===== src/rtl/dcs_pkg.sv =====
package dcs_pkg;

  localparam int unsigned LbaW   = 32;
  localparam int unsigned CountW = 7;
  localparam int unsigned SptW   = 6;
  localparam int unsigned HpcW   = 8;
  localparam int unsigned CfgIdxW  = 2;
  localparam int unsigned CfgDataW = 8;

  typedef enum logic [CfgIdxW-1:0] {
    CFG_SECTORS_PER_TRACK  = 2'd0,
    CFG_HEADS_PER_CYLINDER = 2'd1,
    CFG_DRIVE_NUMBER       = 2'd2
  } cfg_idx_t;

  typedef struct packed {
    logic [LbaW-1:0]   start_lba;
    logic [CountW-1:0] sector_count;
  } in_t;

  typedef struct packed {
    logic [9:0]        cylinder_index;
    logic [7:0]        head_index;
    logic [5:0]        sector_number;
    logic [CountW-1:0] chunk_sectors;
    logic [5:0]        buffer_offset;
    logic [15:0]       cx_word;
    logic [15:0]       dx_word;
    logic              cylinder_overflow;
    logic              last_chunk;
  } out_t;

endpackage


===== src/rtl/disk_read_chs_splitter_top.sv =====
// Splits a read request (start LBA, sector count) into CHS read commands, one
// output transaction per command. A chunk never crosses a cylinder boundary and
// never exceeds MAX_CHUNK_SECTORS; counts above MAX_REQUEST_SECTORS saturate and
// a zero count produces no commands. Each chunk runs through one shared
// restoring divider twice (LBA by sectors per track, then track by heads per
// cylinder, one quotient bit per cycle), followed by a multiply step. The
// input is stalled while a request is being split; the last command sits in the
// output register while the next request is accepted. A zero geometry register
// is treated as one. The user must write configuration only while the block is
// idle; the block itself does not enforce this.
module disk_read_chs_splitter_top
  import dcs_pkg::*;
#(
  parameter int unsigned MAX_CHUNK_SECTORS   = 127,
  parameter int unsigned MAX_REQUEST_SECTORS = 64
) (
  input  logic                clk,
  input  logic                rst_n,
  input  logic                in_valid,
  output logic                in_stall,
  input  in_t                 in_data,
  output logic                out_valid,
  input  logic                out_stall,
  output out_t                out_data,
  input  logic                cfg_we,
  input  logic [CfgIdxW-1:0]  cfg_index,
  input  logic [CfgDataW-1:0] cfg_data
);

  localparam logic [CountW-1:0] MaxChunk   = CountW'(MAX_CHUNK_SECTORS);
  localparam logic [CountW-1:0] MaxRequest = CountW'(MAX_REQUEST_SECTORS);
  localparam int unsigned       BitCntW    = $clog2(LbaW);
  localparam logic [BitCntW-1:0] LastBit   = BitCntW'(LbaW - 1);
  localparam int unsigned       ProdW      = SptW + HpcW;

  typedef enum logic [2:0] {
    ST_IDLE,
    ST_DIV_SPT,
    ST_DIV_HPC,
    ST_MUL,
    ST_EMIT
  } state_t;

  state_t state_r, state_nxt;

  logic [SptW-1:0]     spt_r;
  logic [HpcW-1:0]     hpc_r;
  logic [7:0]          drive_r;

  logic [LbaW-1:0]     lba_r;
  logic [CountW-1:0]   left_r;
  logic [CountW-1:0]   done_r;

  logic [LbaW-1:0]     div_q_r;
  logic [HpcW-1:0]     div_rem_r;
  logic [BitCntW-1:0]  bit_cnt_r;
  logic [SptW-1:0]     rem1_r;
  logic [HpcW-1:0]     head_r;
  logic [ProdW-1:0]    cap_r;
  logic [ProdW-1:0]    used_r;

  out_t                out_r;
  logic                out_valid_r;

  logic [SptW-1:0]     spt_eff;
  logic [HpcW-1:0]     hpc_eff;
  logic [HpcW-1:0]     divisor;
  logic [HpcW:0]       rem_sh;
  logic                q_bit;
  logic [HpcW-1:0]     rem_new;
  logic [LbaW-1:0]     q_new;

  logic                in_fire;
  logic [CountW-1:0]   req_count;
  logic                emit_fire;
  logic [ProdW-1:0]    room;
  logic [CountW-1:0]   take_cap;
  logic [CountW-1:0]   take;
  logic [CountW-1:0]   left_after;
  logic [9:0]          c10;
  logic [5:0]          sect;

  assign spt_eff = (spt_r == '0) ? SptW'(1) : spt_r;
  assign hpc_eff = (hpc_r == '0) ? HpcW'(1) : hpc_r;
  assign divisor = (state_r == ST_DIV_SPT) ? HpcW'(spt_eff) : hpc_eff;

  // One restoring division step: shift in the next dividend bit, subtract if it fits.
  assign rem_sh  = {div_rem_r, div_q_r[LbaW-1]};
  assign q_bit   = (rem_sh >= {1'b0, divisor});
  assign rem_new = q_bit ? HpcW'(rem_sh - {1'b0, divisor}) : rem_sh[HpcW-1:0];
  assign q_new   = {div_q_r[LbaW-2:0], q_bit};

  assign in_stall  = (state_r != ST_IDLE);
  assign in_fire   = in_valid && !in_stall;
  assign req_count = (in_data.sector_count > MaxRequest) ? MaxRequest : in_data.sector_count;

  assign emit_fire  = (state_r == ST_EMIT) && (!out_valid_r || !out_stall);
  assign room       = cap_r - used_r;
  assign take_cap   = (room > ProdW'(MaxChunk)) ? MaxChunk : room[CountW-1:0];
  assign take       = (left_r < take_cap) ? left_r : take_cap;
  assign left_after = left_r - take;
  assign c10        = div_q_r[9:0];
  assign sect       = rem1_r + SptW'(1);

  always_comb begin
    state_nxt = state_r;
    unique case (state_r)
      ST_IDLE: begin
        if (in_fire && req_count != '0) state_nxt = ST_DIV_SPT;
      end
      ST_DIV_SPT: begin
        if (bit_cnt_r == LastBit) state_nxt = ST_DIV_HPC;
      end
      ST_DIV_HPC: begin
        if (bit_cnt_r == LastBit) state_nxt = ST_MUL;
      end
      ST_MUL: begin
        state_nxt = ST_EMIT;
      end
      ST_EMIT: begin
        if (emit_fire) state_nxt = (left_after == '0) ? ST_IDLE : ST_DIV_SPT;
      end
      default: state_nxt = ST_IDLE;
    endcase
  end

  always_ff @(posedge clk) begin
    if (!rst_n) begin
      state_r     <= ST_IDLE;
      spt_r       <= SptW'(63);
      hpc_r       <= HpcW'(16);
      drive_r     <= 8'd128;
      lba_r       <= '0;
      left_r      <= '0;
      done_r      <= '0;
      bit_cnt_r   <= '0;
      out_valid_r <= 1'b0;
    end else begin
      state_r <= state_nxt;

      if (cfg_we) begin
        unique case (cfg_index)
          CFG_SECTORS_PER_TRACK:  spt_r   <= cfg_data[SptW-1:0];
          CFG_HEADS_PER_CYLINDER: hpc_r   <= cfg_data[HpcW-1:0];
          CFG_DRIVE_NUMBER:       drive_r <= cfg_data;
          default: ;
        endcase
      end

      if (emit_fire) begin
        out_valid_r <= 1'b1;
      end else if (!out_stall) begin
        out_valid_r <= 1'b0;
      end

      unique case (state_r)
        ST_IDLE: begin
          if (in_fire) begin
            lba_r     <= in_data.start_lba;
            left_r    <= req_count;
            done_r    <= '0;
            div_q_r   <= in_data.start_lba;
            div_rem_r <= '0;
            bit_cnt_r <= '0;
          end
        end
        ST_DIV_SPT: begin
          bit_cnt_r <= bit_cnt_r + BitCntW'(1);
          div_q_r   <= q_new;
          if (bit_cnt_r == LastBit) begin
            // Quotient is the track; restart the divider on it with a clear remainder.
            rem1_r    <= rem_new[SptW-1:0];
            div_rem_r <= '0;
          end else begin
            div_rem_r <= rem_new;
          end
        end
        ST_DIV_HPC: begin
          bit_cnt_r <= bit_cnt_r + BitCntW'(1);
          div_q_r   <= q_new;
          div_rem_r <= rem_new;
          if (bit_cnt_r == LastBit) head_r <= rem_new;
        end
        ST_MUL: begin
          cap_r  <= ProdW'(hpc_eff) * ProdW'(spt_eff);
          used_r <= ProdW'(head_r) * ProdW'(spt_eff) + ProdW'(rem1_r);
        end
        ST_EMIT: begin
          if (emit_fire) begin
            out_r.cylinder_index    <= c10;
            out_r.head_index        <= head_r;
            out_r.sector_number     <= sect;
            out_r.chunk_sectors     <= take;
            out_r.buffer_offset     <= done_r[5:0];
            out_r.cx_word           <= {c10[7:0], c10[9:8], sect};
            out_r.dx_word           <= {head_r, drive_r};
            out_r.cylinder_overflow <= |div_q_r[LbaW-1:10];
            out_r.last_chunk        <= (left_after == '0);
            left_r    <= left_after;
            done_r    <= done_r + take;
            lba_r     <= lba_r + LbaW'(take);
            div_q_r   <= lba_r + LbaW'(take);
            div_rem_r <= '0;
            bit_cnt_r <= '0;
          end
        end
        default: ;
      endcase
    end
  end

  assign out_valid = out_valid_r;
  assign out_data  = out_r;

  a_emit_source: assert property (@(posedge clk) disable iff (!rst_n)
    $rose(out_valid_r) |-> $past(state_r == ST_EMIT))
    else $error("output became valid outside the emit state");

  a_idle_drained: assert property (@(posedge clk) disable iff (!rst_n)
    (state_r == ST_IDLE) |-> (left_r == '0))
    else $error("idle with sectors still left in the request");

  a_rem_bound: assert property (@(posedge clk) disable iff (!rst_n)
    (state_r == ST_DIV_SPT || state_r == ST_DIV_HPC) |-> (div_rem_r < divisor))
    else $error("divider remainder not below divisor");

  a_take_nonzero: assert property (@(posedge clk) disable iff (!rst_n)
    out_valid_r |-> (out_r.chunk_sectors != '0))
    else $error("command issued with zero sectors");

endmodule

===== config.mk =====
export PLATFORM = sky130hd
export DESIGN_NAME = disk_read_chs_splitter_top
export DESIGN_NICKNAME = d
export VERILOG_FILES = /design/src/rtl/dcs_pkg.sv /design/src/rtl/disk_read_chs_splitter_top.sv
export SDC_FILE = /design/constraint.sdc
export NUM_CORES = 1
export LEC_CHECK = 0
export ABC_AREA = 1
export ABC_CLOCK_PERIOD_IN_PS = 5400
export BUFFER_PORTS_ARGS = -buffer_cell sky130_fd_sc_hd__buf_4
export CAP_MARGIN = 30
export CORE_MARGIN = 2
export CORE_UTILIZATION = 51
export CTS_CLUSTER_SIZE = 25
export DETAILED_ROUTE_END_ITERATION = 8
export PLACE_DENSITY = 0.7
export RECOVER_POWER = 50
export SYNTH_ARGS = -nofsm -noshare
export SYNTH_HDL_FRONTEND = slang
export SYNTH_SLANG_ARGS = --single-unit

===== constraint.sdc =====
create_clock -name clk -period 5.4 [get_ports clk]
set_input_delay 0 -clock clk [delete_from_list [all_inputs] [get_ports clk]]
set_output_delay 0 -clock clk [all_outputs]
set_load 0.05 [all_outputs]

==> summary.txt <==
Worst setup path
  – Maximum fanout along the worst path: 17
  – Delay-heaviest family, CP: simple AND/OR/NAND/NOR gates
  – Max incr delay on CP: 430 ps
  – R2R cell count: 32
  – Arrival time of the worst setup path: 5150 ps
  – Reg2reg end: div_q_r[22]
  – Critical-path top delay cell: fa_1
  – Critical path startpoint: cap_r[0]
  – R2R Path Start: cap_r[0]
  – CP required: 5660 ps
  – R2r setup slk: 510 ps
  – CP Class: flop to flop
  – CP most frequent cell: nand2_1
  – Worst setup path end: div_q_r[22]
  – Critical path launch point type: flop
  – Critical Path End Type: flop
  – CP Depth: 32
  – Buf/Inv on CP: 5

STA
  – Setup_tns: 0 ps
  – Fmax: 205 MHz
  – Final-report hold violation count: 0
  – Worst-margin pin slew: 1780 ps
  – Slew HR: -18.8%
  – Slew Viols, Final: 32
  – Final WS setup: 512 ps
  – Skew final: 29.6 ps
  – Tcrit/Tclk final: 90.5%
  – WHS: 35.7 ps
  – Post-route minimum period: 4890 ps
  – Final setup vio count: 0

Power and ir drop
  – P_leak: 0.00783 µW
  – Pwr Total: 7020 µW
  – Power per standard cell area: 417 nW/µm²
  – Worst vdd ir: 0.310 mV

Placed design
  – Dpl ws: 203 ps
  – Post-DP HPWL: 27.3 mm
  – Port bufs: 126
  – Global placement routability congestion: 0.926

Synthesis
  – Syn_nets: 1992
  – Avg Cell Area, Syn: 8.03 µm²
  – Fraction of registers with async set/reset: 0%
  – Prevailing post-synth register cell: edfxtp_1
  – FF+latch count, synth: 205
  – EDFF count, synth: 129
  – Mapped Cells: 1789
  – Netlist cell types: 52
  – Warnings from Yosys: 0
  – Area of the mapped netlist: 14400 µm²
  – Sequential-to-total area share from yosys stat: 37.5%

Floorplan
  – Starting Density: 51.7%
  – # IOs: 127
  – Row count: 61
  – Die X: 172 µm
  – Core area: 27800 µm²
  – Die Ht: 172 µm
  – DIE AREA: 29500 µm²

Run status
  – Status: complete, but fails checks
  – Failing checks: max-capacitance violations, max-slew violations

Global routing
  – Vias in the first global route: 12100
  – Initial antenna violation count: 1
  – Global Route Usage Sum: 25.1%
  – Grt total ovfl: 0
  – Global-route wire length before repair: 59.4 mm
  – Largest net degree at the start of global routing: 52

Clock tree
  – Clock Tree Buf Depth: 3
  – CTS tree: done
  – Sink Count: 205
  – Root Driver: clkbuf_16
  – Number of CTS-inserted buffers: 24
  – Worst-Skew Late Latency: 540 ps
  – Clk pin slew, worst setup/hold paths: 60 ps
  – Htree depth: 1

Route
  – Vias per inst: 5.30
  – DRT Pass-1 Iters: 6
  – Routed via count: 12500
  – Initial DRC count: 1054
  – DRT Wirelength: 36.8 mm
  – ANT nets after route: 0
  – DRC errors left: 0
  – WL per Instance: 15.6 µm

Layout
  – Fillers: 2582
  – Final nets: 2162
  – Synth-to-layout area growth: 17.1%
  – Diode count: 0
  – Ratio of cells with drive above 1 in the final layout: 8.80%

Min path
  – Worst hold path depth: 5
  – Worst min path class: input port to flop

Run
  – Max-cap viol count: 1
## placed cells by master, fill, tap and decap left out, types with 10 or more instances in the layout
cell | synthesis | final
ha_1 | 94 | 94
o211ai_1 | 16 | 16
inv_1 | 313 | 312
nor3_1 | 25 | 25
clkbuf_16 | 0 | 25
nor4_1 | 15 | 15
dfxtp_1 | 76 | 76
o21ai_0 | 85 | 84
dlygate4sd3_1 | 0 | 66
a22oi_1 | 12 | 12
nand4_1 | 20 | 20
nand2_2 | 14 | 15
xor2_1 | 25 | 25
edfxtp_1 | 129 | 129
nor2_1 | 126 | 124
buf_4 | 25 | 70
nand2_1 | 380 | 379
fa_1 | 55 | 55
nand3_2 | 10 | 10
nand3_1 | 103 | 103
clkbuf_1 | 42 | 85
a21oi_1 | 137 | 136
xnor2_1 | 11 | 11
## area by class of cell
class	count	area, µm²	share of cell area (%)
Clock buffer	30	654	3.89
Clock inverter	14	168	0.997
Inverter	319	1200	7.12
Multi-Input combinational cell	1191	7420	44.1
Sequential cell	205	5400	32.1
Tap cell	378	473	2.81
Timing Repair Buffer	218	1520	9.02
## routing by layer
metal | GRT usage (%) | vias to the layer above | part of all wire (%)
li1 | - | 6136 | -
met1 | 32.4 | 5772 | 43
met2 | 43.1 | 465 | 47
met3 | 3.23 | 104 | 6.8
met4 | 9.90 | 2 | 3.8
met5 | 0 | - | 0.052
## state kept, by name, summed over array words and instances (netlist names), 3 cells and up
name,cells
head_r,8
div_rem_r,8
spt_r,6
hpc_r,8
done_r,6
state_r,3
cap_r,14
drive_r,8
div_q_r,32
bit_cnt_r,5
out_data,47
left_r,7
rem1_r,6
lba_r,32
used_r,14
## worst register-to-register path, delay by kind of cell (launching register included)
kind / cells / cell delay (ps)
and+or+nand+nor: 20 / 2290
buffers and inverters: 5 / 440
AOI/OAI and AO/OA: 3 / 370
adders and majority gates: 4 / 1200
DFF: 1 / 350
## worst min path at each step
stage,startpoint,end,slack (ps)
6_report,in_data[1],left_r[1],40
3_3_place_gp,cfg_data[7],drive_r[7],220
3_5_place_dp,cfg_data[7],drive_r[7],220
2_1_floorplan,cfg_data[7],drive_r[7],110
4_1_cts,in_data[1],left_r[1],30
5_1_grt,in_data[1],left_r[1],90
## cell usage after synthesis, types with 2 or more instances
cell type	count	area share, %
o21ai_0	85	3.0
a31oi_1	4	0.17
nand3_1	103	3.6
buf_4	25	1.3
inv_2	4	0.10
nor3_1	25	0.87
nand2_1	380	9.9
inv_1	313	8.2
o21ai_1	7	0.24
buf_1	2	0.052
or2_2	3	0.13
nor2_1	126	3.3
buf_2	3	0.10
o21a_1	2	0.10
o211ai_1	16	0.84
o21bai_1	5	0.26
clkbuf_1	42	1.1
a21oi_2	3	0.18
ha_1	94	8.2
buf_6	2	0.16
xor2_1	25	1.5
a21oi_1	137	4.8
nand2_2	14	0.61
nand2_4	10	0.78
or2_1	2	0.087
nand3_2	10	0.70
nor2_2	3	0.13
nand3b_1	5	0.26
fa_1	55	7.7
nand4_1	20	0.87
nor2_4	2	0.16
dfxtp_1	76	11
nand3_4	2	0.24
o21ai_2	2	0.12
a22oi_1	12	0.63
clkinv_1	2	0.052
edfxtp_1	129	27
xnor2_1	11	0.67
nor4_1	15	0.65
## stage by stage
stage	area [µm²]	instances	util, %
6_report	16800	2355	60.6
4_1_cts	17100	2353	61.5
3_5_place_dp	15600	2243	56.2
5_1_grt	16800	2355	60.6
3_3_place_gp	15600	2240	56.1
2_1_floorplan	14400	1789	-
## kinds of logic after synthesis
kind of cell    Yosys count  share of synthesized area (%)
simple gates            725                           22.6
buf+inv                 393                           11.0
compound gates          281                           10.8
flops                   205                           37.5
fa+ha+maj               149                           15.8
xor+xnor                 36                           2.19
## what timing repair did
item                                    CTS  global route
buffers inserted                          0             2
hold buffers                             66             0
hold endpoints to repair                 92             0
gates resized for setup                   0             7
endpoints found under the setup margin    0            49
## report_power, final
group,internal [µW],switching (µW)
Combinational,1020,1930
Sequential,2170,228
Clock,1010,664
Total,4200,2830
Note: power is estimated with default switching activity, not from simulation.
